File: config.mk
export PLATFORM = sky130hd
export DESIGN_NAME = two_level_ready_queue_scheduler
export DESIGN_NICKNAME = d
export VERILOG_FILES = /design/src/rtl/tlrq_pkg.sv /design/src/rtl/tlrq_ctrl.sv /design/src/rtl/tlrq_dp.sv /design/src/rtl/two_level_ready_queue_scheduler.sv
export SDC_FILE = /design/constraint.sdc
export NUM_CORES = 1
export LEC_CHECK = 0
export BUFFER_PORTS_ARGS = -buffer_cell sky130_fd_sc_hd__buf_2
export CAP_MARGIN = 20
export CORE_MARGIN = 2
export CORE_UTILIZATION = 50
export DETAILED_ROUTE_END_ITERATION = 16
export GPL_ROUTABILITY_DRIVEN = 1
export GPL_TIMING_DRIVEN = 0
export MAX_ROUTING_LAYER = met4
export PLACE_DENSITY_LB_ADDON = 0.3
export SLEW_MARGIN = 20
export SYNTH_ARGS = -nofsm -noshare
export SYNTH_HDL_FRONTEND = slang
export SYNTH_HIERARCHICAL = 1
export SYNTH_SLANG_ARGS = --single-unit
File: constraint.sdc
create_clock -name clk -period 4.2 [get_ports clk]
set_input_delay 0.21 -clock clk [delete_from_list [all_inputs] [get_ports clk]]
set_output_delay 0.21 -clock clk [all_outputs]
set_load 0.005 [all_outputs]
File: src/rtl/tlrq_pkg.sv
package tlrq_pkg;

    localparam int TASKS = 32;
    localparam int CPUS  = 8;
    localparam int NQ    = CPUS + 1;
    localparam int GQ    = CPUS;
    localparam int ID_W  = $clog2(TASKS);
    localparam int Q_W   = $clog2(NQ);

    localparam logic [2:0] OP_ADD_GLOBAL  = 3'd0;
    localparam logic [2:0] OP_ADD_LOCAL   = 3'd1;
    localparam logic [2:0] OP_TAKE_GLOBAL = 3'd2;
    localparam logic [2:0] OP_TAKE_LOCAL  = 3'd3;
    localparam logic [2:0] OP_SWITCH      = 3'd4;
    localparam logic [2:0] OP_MOVE        = 3'd5;

    localparam logic [1:0] TS_CREATED = 2'd0;
    localparam logic [1:0] TS_READY   = 2'd1;
    localparam logic [1:0] TS_RUNNING = 2'd2;

    typedef struct packed {
        logic [2:0] op;
        logic [4:0] task_id;
        logic [2:0] cpu;
    } req_t;

    typedef struct packed {
        logic [4:0] result_task;
        logic       task_found;
        logic [1:0] result_state;
        logic [4:0] running_task;
        logic       running_valid;
        logic       status;
    } res_t;

    typedef struct packed {
        logic load;
        logic step;
        logic fallback;
        logic finish;
    } cmd_t;

    typedef struct packed {
        logic need_global;
    } sts_t;

endpackage

File: src/rtl/tlrq_ctrl.sv
module tlrq_ctrl
(
    input  logic            clk,
    input  logic            rst_n,
    input  logic            start,
    output logic            busy,
    output tlrq_pkg::cmd_t  cmd,
    input  tlrq_pkg::sts_t  sts
);

    typedef enum logic [2:0] {
        ST_IDLE = 3'b001,
        ST_EXEC = 3'b010,
        ST_FALL = 3'b100
    } state_t;

    state_t state_reg;
    state_t state_next;

    always_comb
    begin
        state_next   = state_reg;
        cmd.load     = 1'b0;
        cmd.step     = 1'b0;
        cmd.fallback = 1'b0;
        cmd.finish   = 1'b0;
        case (state_reg)
            ST_IDLE:
            begin
                if (start)
                begin
                    cmd.load   = 1'b1;
                    state_next = ST_EXEC;
                end
            end
            ST_EXEC:
            begin
                cmd.step = 1'b1;
                if (sts.need_global)
                begin
                    state_next = ST_FALL;
                end
                else
                begin
                    cmd.finish = 1'b1;
                    state_next = ST_IDLE;
                end
            end
            ST_FALL:
            begin
                cmd.fallback = 1'b1;
                cmd.finish   = 1'b1;
                state_next   = ST_IDLE;
            end
            default:
            begin
                state_next = ST_IDLE;
            end
        endcase
    end

    always_ff @(posedge clk or negedge rst_n)
    begin
        if (!rst_n)
        begin
            state_reg <= ST_IDLE;
        end
        else
        begin
            state_reg <= state_next;
        end
    end

    assign busy = (state_reg != ST_IDLE);

    a_accept_to_exec: assert property (@(posedge clk) disable iff (!rst_n)
        (start && !busy) |=> (state_reg == ST_EXEC))
        else $error("accepted word did not enter execution");

    a_fall_after_miss: assert property (@(posedge clk) disable iff (!rst_n)
        (state_reg == ST_FALL) |-> ($past(state_reg) == ST_EXEC && $past(sts.need_global)))
        else $error("global fallback without a local miss");

    a_single_finish: assert property (@(posedge clk) disable iff (!rst_n)
        cmd.finish |=> !cmd.finish)
        else $error("two results for one word");

endmodule

File: src/rtl/tlrq_dp.sv
module tlrq_dp
(
    input  logic            clk,
    input  logic            rst_n,
    input  tlrq_pkg::req_t  req,
    input  tlrq_pkg::cmd_t  cmd,
    output tlrq_pkg::sts_t  sts,
    output logic            done,
    output tlrq_pkg::res_t  res
);

    tlrq_pkg::req_t req_reg;

    logic [tlrq_pkg::ID_W-1:0] link_reg [tlrq_pkg::TASKS];
    logic [tlrq_pkg::ID_W-1:0] link_next [tlrq_pkg::TASKS];
    logic [tlrq_pkg::TASKS-1:0] end_reg;
    logic [tlrq_pkg::TASKS-1:0] end_next;
    logic [1:0] stat_reg [tlrq_pkg::TASKS];
    logic [1:0] stat_next [tlrq_pkg::TASKS];
    logic [tlrq_pkg::ID_W-1:0] head_reg [tlrq_pkg::NQ];
    logic [tlrq_pkg::ID_W-1:0] head_next [tlrq_pkg::NQ];
    logic [tlrq_pkg::ID_W-1:0] tail_reg [tlrq_pkg::NQ];
    logic [tlrq_pkg::ID_W-1:0] tail_next [tlrq_pkg::NQ];
    logic [tlrq_pkg::NQ-1:0] nonempty_reg;
    logic [tlrq_pkg::NQ-1:0] nonempty_next;
    logic [tlrq_pkg::ID_W-1:0] run_id_reg;
    logic [tlrq_pkg::ID_W-1:0] run_id_next;
    logic run_flag_reg;
    logic run_flag_next;
    logic done_reg;
    tlrq_pkg::res_t res_reg;

    logic cpu_ok;
    logic tid_ok;
    logic [tlrq_pkg::Q_W-1:0] cpu_q;
    logic [tlrq_pkg::Q_W-1:0] glob_q;
    logic [tlrq_pkg::ID_W-1:0] tid;
    logic app_en;
    logic [tlrq_pkg::Q_W-1:0] app_q;
    logic [tlrq_pkg::ID_W-1:0] app_t;
    logic pop_en;
    logic [tlrq_pkg::Q_W-1:0] pop_q;
    logic clr_en;
    logic sw;
    logic found;
    logic [tlrq_pkg::ID_W-1:0] pick;
    logic err;
    logic [1:0] res_state;

    assign cpu_ok = (32'(req_reg.cpu) < tlrq_pkg::CPUS);
    assign tid_ok = (32'(req_reg.task_id) < tlrq_pkg::TASKS);
    assign cpu_q  = tlrq_pkg::Q_W'(req_reg.cpu);
    assign glob_q = tlrq_pkg::Q_W'(tlrq_pkg::GQ);
    assign tid    = tlrq_pkg::ID_W'(req_reg.task_id);

    always_comb
    begin
        link_next     = link_reg;
        end_next      = end_reg;
        stat_next     = stat_reg;
        head_next     = head_reg;
        tail_next     = tail_reg;
        nonempty_next = nonempty_reg;
        run_id_next   = run_id_reg;
        run_flag_next = run_flag_reg;
        app_en        = 1'b0;
        app_q         = glob_q;
        app_t         = tid;
        pop_en        = 1'b0;
        pop_q         = glob_q;
        clr_en        = 1'b0;
        sw            = 1'b0;
        found         = 1'b0;
        pick          = '0;
        err           = 1'b0;
        res_state     = tlrq_pkg::TS_CREATED;

        if (cmd.step)
        begin
            case (req_reg.op)
                tlrq_pkg::OP_ADD_GLOBAL:
                begin
                    app_en = tid_ok;
                end
                tlrq_pkg::OP_ADD_LOCAL:
                begin
                    app_en = tid_ok && cpu_ok;
                    app_q  = cpu_q;
                end
                tlrq_pkg::OP_TAKE_GLOBAL:
                begin
                    pop_en = 1'b1;
                end
                tlrq_pkg::OP_TAKE_LOCAL:
                begin
                    pop_en = cpu_ok;
                    pop_q  = cpu_q;
                end
                tlrq_pkg::OP_SWITCH:
                begin
                    pop_en = cpu_ok;
                    pop_q  = cpu_q;
                    sw     = 1'b1;
                end
                tlrq_pkg::OP_MOVE:
                begin
                    if (!run_flag_reg)
                    begin
                        err = 1'b1;
                    end
                    else
                    begin
                        stat_next[run_id_reg] = tlrq_pkg::TS_READY;
                        app_en        = 1'b1;
                        app_t         = run_id_reg;
                        clr_en        = cpu_ok;
                        run_id_next   = '0;
                        run_flag_next = 1'b0;
                    end
                end
                default:
                begin
                end
            endcase
        end

        if (cmd.fallback)
        begin
            pop_en = 1'b1;
            sw     = 1'b1;
        end

        if (app_en)
        begin
            end_next[app_t] = 1'b1;
            if (nonempty_reg[app_q])
            begin
                link_next[tail_reg[app_q]] = app_t;
                end_next[tail_reg[app_q]]  = 1'b0;
                tail_next[app_q]           = app_t;
            end
            else
            begin
                head_next[app_q]     = app_t;
                tail_next[app_q]     = app_t;
                nonempty_next[app_q] = 1'b1;
            end
        end

        if (pop_en && nonempty_reg[pop_q])
        begin
            found = 1'b1;
            pick  = head_reg[pop_q];
            if (end_reg[pick])
            begin
                nonempty_next[pop_q] = 1'b0;
                head_next[pop_q]     = '0;
                tail_next[pop_q]     = '0;
            end
            else
            begin
                head_next[pop_q] = link_reg[pick];
            end
        end

        if (clr_en)
        begin
            nonempty_next[cpu_q] = 1'b0;
            head_next[cpu_q]     = '0;
            tail_next[cpu_q]     = '0;
        end

        if (sw && found)
        begin
            if (!(run_flag_reg && run_id_reg == pick))
            begin
                stat_next[pick] = tlrq_pkg::TS_RUNNING;
            end
            run_id_next   = pick;
            run_flag_next = 1'b1;
        end

        if (found)
        begin
            res_state = stat_next[pick];
        end
    end

    assign sts.need_global = cmd.step && sw && !found;

    always_ff @(posedge clk)
    begin
        link_reg <= link_next;
        if (cmd.load)
        begin
            req_reg <= req;
        end
        if (cmd.finish)
        begin
            res_reg.result_task   <= 5'(pick);
            res_reg.task_found    <= found;
            res_reg.result_state  <= res_state;
            res_reg.running_task  <= 5'(run_id_next);
            res_reg.running_valid <= run_flag_next;
            res_reg.status        <= err;
        end
    end

    always_ff @(posedge clk or negedge rst_n)
    begin
        if (!rst_n)
        begin
            end_reg      <= '1;
            nonempty_reg <= '0;
            run_id_reg   <= '0;
            run_flag_reg <= 1'b0;
            done_reg     <= 1'b0;
            for (int i = 0; i < tlrq_pkg::TASKS; i++)
            begin
                stat_reg[i] <= tlrq_pkg::TS_CREATED;
            end
            for (int i = 0; i < tlrq_pkg::NQ; i++)
            begin
                head_reg[i] <= '0;
                tail_reg[i] <= '0;
            end
        end
        else
        begin
            end_reg      <= end_next;
            stat_reg     <= stat_next;
            head_reg     <= head_next;
            tail_reg     <= tail_next;
            nonempty_reg <= nonempty_next;
            run_id_reg   <= run_id_next;
            run_flag_reg <= run_flag_next;
            done_reg     <= cmd.finish;
        end
    end

    assign done = done_reg;
    assign res  = res_reg;

    a_found_means_running: assert property (@(posedge clk) disable iff (!rst_n)
        (sw && found) |=> (run_flag_reg && stat_reg[run_id_reg] == tlrq_pkg::TS_RUNNING))
        else $error("switched task is not marked running");

    a_error_keeps_state: assert property (@(posedge clk) disable iff (!rst_n)
        err |=> ($stable(run_flag_reg) && $stable(nonempty_reg)))
        else $error("failed move changed scheduler state");

    a_no_fallback_result: assert property (@(posedge clk) disable iff (!rst_n)
        sts.need_global |-> !cmd.finish)
        else $error("result issued before global fallback");

endmodule

File: src/rtl/two_level_ready_queue_scheduler.sv
// Channel   Direction  Handshake               Word
// request   in         start high, busy low    req   (op, task_id, cpu)
// result    out        done, one cycle         res   (result_task .. status)
//
// An accepted word is registered, executed, and its result registered with the done strobe;
// a switch that finds its local queue empty, or names an invalid cpu, falls back to the global queue first.
// For a switch, the controller tries the local queue in its execute state and the global queue in its fallback state.
// A new word is accepted in the cycle its predecessor's result is shown.
// Reset empties every queue and clears the running task at once.
// The receiver cannot stall; done marks each result for exactly one cycle.
module two_level_ready_queue_scheduler
(
    input  logic            clk,
    input  logic            rst_n,
    input  logic            start,
    output logic            busy,
    input  tlrq_pkg::req_t  req,
    output logic            done,
    output tlrq_pkg::res_t  res
);

    tlrq_pkg::cmd_t cmd;
    tlrq_pkg::sts_t sts;

    tlrq_ctrl u_ctrl
    (
        .clk   (clk),
        .rst_n (rst_n),
        .start (start),
        .busy  (busy),
        .cmd   (cmd),
        .sts   (sts)
    );

    tlrq_dp u_dp
    (
        .clk   (clk),
        .rst_n (rst_n),
        .req   (req),
        .cmd   (cmd),
        .sts   (sts),
        .done  (done),
        .res   (res)
    );

endmodule
==> flow_metrics.py, run 1 <==
metrics = {
    "status": {
        "outcome": "finished clean",
    },
    "final_layout": {
        "area_growth_pct": 15.1,
        "layout_commonest_cell": "nor2_1",
        "drive_gt1_frac": 0.167,
        "layout_common_cells": "236 x nor2_1, 186 x edfxtp_1, 172 x dfrtp_1",
        "final_nets": 1792,
        "largest_reg_flops": 160,
        "fin_area_um2": 21200,
        "diodes": 0,
    },
    "timing": {
        "drv_slew": 0,
        "fin_crit_ns": 4.19,
        "max_freq_ghz": 0.239,
        "finalSetupViolations": 0,
        "post-route-period-util": 0.997,
        "slew_headroom": 0.237,
        "worst_pin_slew_ns": 1.14,
        "skew_ns": 0.0304,
        "hold_viol": 0,
        "layout_setup_ws_ns": 0.0125,
        "rsz0062_at_grt": "true",
    },
    "global_route": {
        "grt_max_degree": 81,
        "grt_antenna_before_repair": 0,
        "overflow": 0,
        "grt.total_usage": 0.288,
        "grt_pass1_wl_mm": 81.9,
        "first_global_vias": 14000,
    },
    "die": {
        "rows": 70,
        "io_pins": 31,
        "floorplan.core_area_um2": 36400,
        "dieWidth_um": 196,
        "initial_utilization": 0.506,
        "die_h_um": 196,
        "dieArea_um2": 38400,
    },
    "logic_synthesis": {
        "ys_async_sr_fraction": 0.524,
        "netlist_area_um2": 18400,
        "syn_inst": 1683,
        "synth_edf_count": 186,
        "yosysUniqueCellTypes": 75,
        "yosys_warnings": 6,
        "ys_ff_latch": 391,
        "yosysSeqAreaShare": 0.583,
        "syn_avg_cell_area_um2": 11.0,
        "syn_nets": 1697,
        "synth_flop_cell": "edfxtp_1",
    },
    "placed_design": {
        "gp_congestion": 0.952,
        "dp_hpwl_mm": 36.3,
        "detailed_place.area_um2": 19300,
        "post-place-ws_ns": -0.541,
        "port_buffers": 30,
    },
    "routing": {
        "post-route-drc-count": 0,
        "first_iter_violations": 1635,
        "drtAntennaViolNets": 0,
        "via_per_inst": 6.37,
        "m1WireLength_mm": 22.6,
        "met3WireLength_mm": 4.62,
        "routed-wl-met2_mm": 24.8,
        "dr.pass1.iters": 5,
        "top_layer_used": "met4",
        "wl_mm": 53.8,
        "wl_per_cell_um": 23.6,
        "vias": 14500,
    },
    "clock_network": {
        "cts_buffer_depth": 3,
        "cts.sink_count": 391,
        "cts_tree": "done",
        "clock-root-buffer": "clkbuf_16",
        "cts_buffers": 42,
        "worstSkewPairLatency_ns": 0.58,
        "cts.clk_slew.worst_paths_ns": 0.06,
        "cts-htree-levels": 2,
    },
    "setup_path": {
        "critical_path_arrival_ns": 4.43,
        "worstSetupStartpointType": "register",
        "reg2reg_from": "u_ctrl/state_reg[1]",
        "rr_endpoint": "u_dp/link_reg[51]",
        "end_kind": "register",
        "rr_worst_depth": 10,
        "rrSetupSlack_ns": 0.01,
        "path_class": "reg -> reg",
        "crit_required_ns": 4.44,
        "critPathMaxFanout": 10,
    },
    "pwr": {
        "finalPower_mw": 11.1,
        "ir_worst_vdd_uv": 287,
        "leakage_nw": 8.07,
        "powerDensity_nw_per_um2": 524,
    },
    "worst_hold_path": {
        "hold_path.class": "in -> async",
    },
    "flow_run": {
        "cap_viol_max_count": 0,
    },
}
cells in the mapped netlist (all sizes together) (2+ instances only):
cell type | number | area (um^2)
nor2 | 271 | 1020
edfxtp | 186 | 5590
dfrtp | 172 | 4300
a21oi | 169 | 857
a211oi | 150 | 1130
mux2i | 107 | 1100
nand2 | 103 | 389
o21ai | 89 | 445
clkbuf | 67 | 251
buf | 49 | 305
nor2b | 37 | 231
nor3 | 34 | 170
dfstp | 33 | 867
o22ai | 27 | 175
nand3 | 23 | 115
inv | 19 | 71.3
a311oi | 15 | 131
mux4 | 14 | 315
mux2 | 10 | 116
and2 | 9 | 56.3
or2 | 9 | 56.3
a22oi | 8 | 65.1
or3 | 8 | 50.1
nand2b | 5 | 31.3
nor3b | 5 | 42.5
o21a | 5 | 37.5
a2111oi | 4 | 60.1
a21o | 4 | 37.5
and3 | 4 | 25.0
nand3b | 4 | 30.0
o21bai | 4 | 30.0
o211ai | 3 | 22.5
o32ai | 3 | 26.3
a221oi | 2 | 23.8
a31o | 2 | 17.5
a31oi | 2 | 12.5
and4bb | 2 | 25.0
nor4bb | 2 | 20.0
o22a | 2 | 17.5
o311a | 2 | 21.3
xnor2 | 2 | 17.5
xor2 | 2 | 17.5
repair_timing:
item	CTS	global route
hold buffers	13	0
setup buffers	3	3
endpoints found under the hold margin	73	0
pin swaps	0	1
resized for setup	17	102
gates cloned	0	0
endpoints found under the setup margin	276	260
how the worst max path moves through the flow:
stage | from | endpoint | slack [ns] | cells past startpoint
after floorplan | u_ctrl/state_reg[1] | u_dp/res[8] | 0.64 | 14
after global placement | rst_n | u_dp/tail_reg[9] | -0.59 | 1
after detailed placement | u_ctrl/state_reg[1] | u_dp/res[8] | -0.54 | 15
after CTS | u_ctrl/state_reg[1] | u_dp/link_reg[157] | -0.05 | 11
after global routing | u_ctrl/state_reg[1] | u_dp/link_reg[112] | -0.13 | 10
final | u_ctrl/state_reg[1] | u_dp/link_reg[51] | 0.01 | 10
kinds of logic after synthesis:
logic type / share of synthesized area
AND/OR/NAND/NOR: 0.125
AO/OA/AOI/OAI: 0.172
flip-flops: 0.583
buffers and inverters: 0.0343
multiplexers: 0.0828
XOR/XNOR: 0.00190
power breakdown:
| part | total [mW] | switching, mW | internal, mW |
|---|---|---|---|
| clock | 3.79 | 1.55 | 2.24 |
| combinational | 3.08 | 2.10 | 0.972 |
| sequential | 4.27 | 0.0993 | 4.17 |
final cells by class:
cell class | count | area (um^2)
Buffer | 114 | 593
Clock buffer | 53 | 1140
Clock inverter | 23 | 265
Fill cell | 2973 | 15200
Inverter | 20 | 87.6
Multi-Input combinational cell | 1156 | 7400
Sequential cell | 391 | 10800
Tap cell | 468 | 586
Timing Repair Buffer | 53 | 410
critical path: stages, from the launching register on:
cell	delay, ns
dfrtp_1	0.45
nor3b_4	0.31
nor2b_2	0.32
nand3b_1	0.29
clkbuf_1	0.33
or2_2	0.35
mux4_2	0.47
mux2i_1	0.22
a21o_1	0.18
nand2_1	0.47
nor2_4	0.46
per-layer routing:
metal,vias to the layer above,global-route usage
li1,6421,-
met2,747,0.437
met5,-,-
met1,7182,0.389
met4,0,0.123
met3,152,0.0449
per-stage QoR:
step / cells / utilization / hold WS, ns / TNS (ns)
floorplan: 1683 / - / -0.0856 / 0
global placement: 2181 / 0.526 / 0.388 / -117.68
detailed placement: 2183 / 0.529 / 0.192 / -43.31
CTS: 2275 / 0.573 / 0.169 / -1.41
global route: 2278 / 0.583 / 0.211 / -6.99
finish: 2278 / 0.583 / 0.166 / 0
(Power assumes the default switching activity.)
==> inputs of run 2 (changes only) <==
--- a/config.mk
+++ b/config.mk
@@ -14,6 +14,7 @@
 export GPL_TIMING_DRIVEN = 0
 export MAX_ROUTING_LAYER = met4
 export PLACE_DENSITY_LB_ADDON = 0.3
+export RECOVER_POWER = 100
 export SLEW_MARGIN = 20
 export SYNTH_ARGS = -nofsm -noshare
 export SYNTH_HDL_FRONTEND = slang
==> flow_metrics.py, run 2 (synthesis gave the netlist of run 1 again) <==
metrics = {
    "status": {
        "outcome": "complete, but fails checks",
        "violations": "capacitance limit, slew limit",
    },
    "timing": {
        "post-route-period-util": 0.998,
        "fin_crit_ns": 4.19,
        "slew_headroom": -1.47,
        "skew_ns": 0.0303,
        "finalSetupViolations": 0,
        "rsz0062_at_grt": "true",
        "worst_pin_slew_ns": 3.70,
        "hold_viol": 0,
        "drv_slew": 62,
        "max_freq_ghz": 0.238,
        "fin_tns_setup_ns": 0,
    },
    "setup_path": {
        "crit_required_ns": 4.44,
        "reg2reg_from": "u_ctrl/state_reg[1]",
        "critPathMaxFanout": 10,
        "path_class": "reg -> reg",
        "critical_path_arrival_ns": 4.43,
        "end_kind": "register",
        "rr_endpoint": "u_dp/link_reg[51]",
        "rrSetupSlack_ns": 0.007,
        "worstSetupStartpointType": "register",
        "rr_worst_depth": 10,
    },
    "flow_run": {
        "cap_viol_max_count": 1,
    },
    "worst_hold_path": {
        "min_delay_worst_endpoint": "u_dp/req_reg[8]",
        "hold_depth": 2,
        "hold_start": "req[8]",
        "hold_path.class": "in -> reg",
    },
    "routing": {
        "dr.pass1.iters": 5,
        "via_per_inst": 6.37,
        "wl_mm": 53.8,
        "wl_per_cell_um": 23.6,
        "drtAntennaViolNets": 0,
        "vias": 14500,
        "post-route-drc-count": 0,
        "first_iter_violations": 1634,
    },
    "final_layout": {
        "layout_common_cells": "236 x nor2_1, 186 x edfxtp_1, 172 x dfrtp_1",
        "area_growth_pct": 15.0,
        "diodes": 0,
        "drive_gt1_frac": 0.160,
        "final_core_util": 0.582,
        "final_nets": 1792,
        "largest_reg_flops": 160,
        "layout_commonest_cell": "nor2_1",
    },
    "die": {
        "die_h_um": 196,
        "rows": 70,
        "io_pins": 31,
        "dieWidth_um": 196,
        "floorplan.core_area_um2": 36400,
        "dieArea_um2": 38400,
        "initial_utilization": 0.506,
    },
    "clock_network": {
        "worstSkewPairLatency_ns": 0.58,
        "cts.clk_slew.worst_paths_ns": 0.06,
        "clock-root-buffer": "clkbuf_16",
        "cts_buffer_depth": 3,
        "cts_tree": "done",
        "cts_buffers": 42,
        "cts.sink_count": 391,
        "cts-htree-levels": 2,
    },
    "global_route": {
        "first_global_vias": 14000,
        "overflow": 0,
        "grt_antenna_before_repair": 0,
        "grt.total_usage": 0.288,
        "grt_max_degree": 81,
        "grt_pass1_wl_mm": 81.9,
    },
    "pwr": {
        "leakage_nw": 8.03,
        "ir_worst_vdd_uv": 286,
        "powerDensity_nw_per_um2": 525,
    },
    "placed_design": {
        "gp_congestion": 0.952,
        "dp_hpwl_mm": 36.3,
        "port_buffers": 30,
    },
}
## run 2: per-stage QoR
| step | setup WS, ns | area (um^2) | hold slack, ns | cells | total power, mW |
|---|---|---|---|---|---|
| 2_1_floorplan | 0.644 | 18400 | -0.0856 | 1683 | 6.13 |
| 3_3_place_gp | -0.591 | 19200 | 0.388 | 2181 | 7.11 |
| 3_5_place_dp | -0.541 | 19300 | 0.192 | 2183 | 7.16 |
| 4_1_cts | -0.0508 | 20900 | 0.169 | 2275 | 11.0 |
| 5_1_grt | -0.134 | 21200 | 0.347 | 2278 | 11.5 |
| 6_report | 0.00687 | 21200 | 0.355 | 2278 | 11.1 |
## run 2: critical path, cell delays in order (launching register included)
cell and delay [ns]:
dfrtp_1 0.45, nor3b_4 0.31, nor2b_2 0.32, nand3b_1 0.28, clkbuf_1 0.33, or2_2 0.35
mux4_2 0.47, mux2i_1 0.22, a21o_1 0.18, nand2_1 0.47, nor2_4 0.46
## run 2: per-layer routing
layer | vias to the layer above | routed length, um | GRT usage
li1 | 6423 | - | -
met1 | 7174 | 22600 | 0.389
met2 | 762 | 24900 | 0.437
met3 | 143 | 4560 | 0.0449
met4 | 0 | 1730 | 0.123
met5 | - | 0 | -
## run 2: worst max path at each step
stage               depth (start not counted)                 from            endpoint  slack [ns]
global route                               10  u_ctrl/state_reg[1]  u_dp/link_reg[112]       -0.13
detailed placement                         15  u_ctrl/state_reg[1]         u_dp/res[8]       -0.54
global placement                            1                rst_n    u_dp/tail_reg[9]       -0.59
finish                                     10  u_ctrl/state_reg[1]   u_dp/link_reg[51]       0.007
CTS                                        11  u_ctrl/state_reg[1]  u_dp/link_reg[157]       -0.05
floorplan                                  14  u_ctrl/state_reg[1]         u_dp/res[8]        0.64
## run 2: repair_timing
action	in CTS	in global routing
hold buffers	13	0
endpoints found under the setup margin	276	260
buffers inserted	3	3
hold endpoints to repair	73	0
resized for setup	17	102
pin swaps	0	1
## run 2: cell type report
class | count | area [um^2]
Buffer | 114 | 593
Tap cell | 468 | 586
Sequential cell | 391 | 10800
Clock inverter | 23 | 265
Multi-Input combinational cell | 1156 | 7400
Clock buffer | 53 | 1140
Inverter | 20 | 87.6
Fill cell | 2982 | 15200
Timing Repair Buffer | 53 | 387
## run 2: power breakdown
part | total [mW] | internal [mW] | switching, mW
combinational | 3.07 | 0.971 | 2.10
clock | 3.78 | 2.24 | 1.54
sequential | 4.27 | 4.17 | 0.0998
total | 11.1 | 7.39 | 3.74
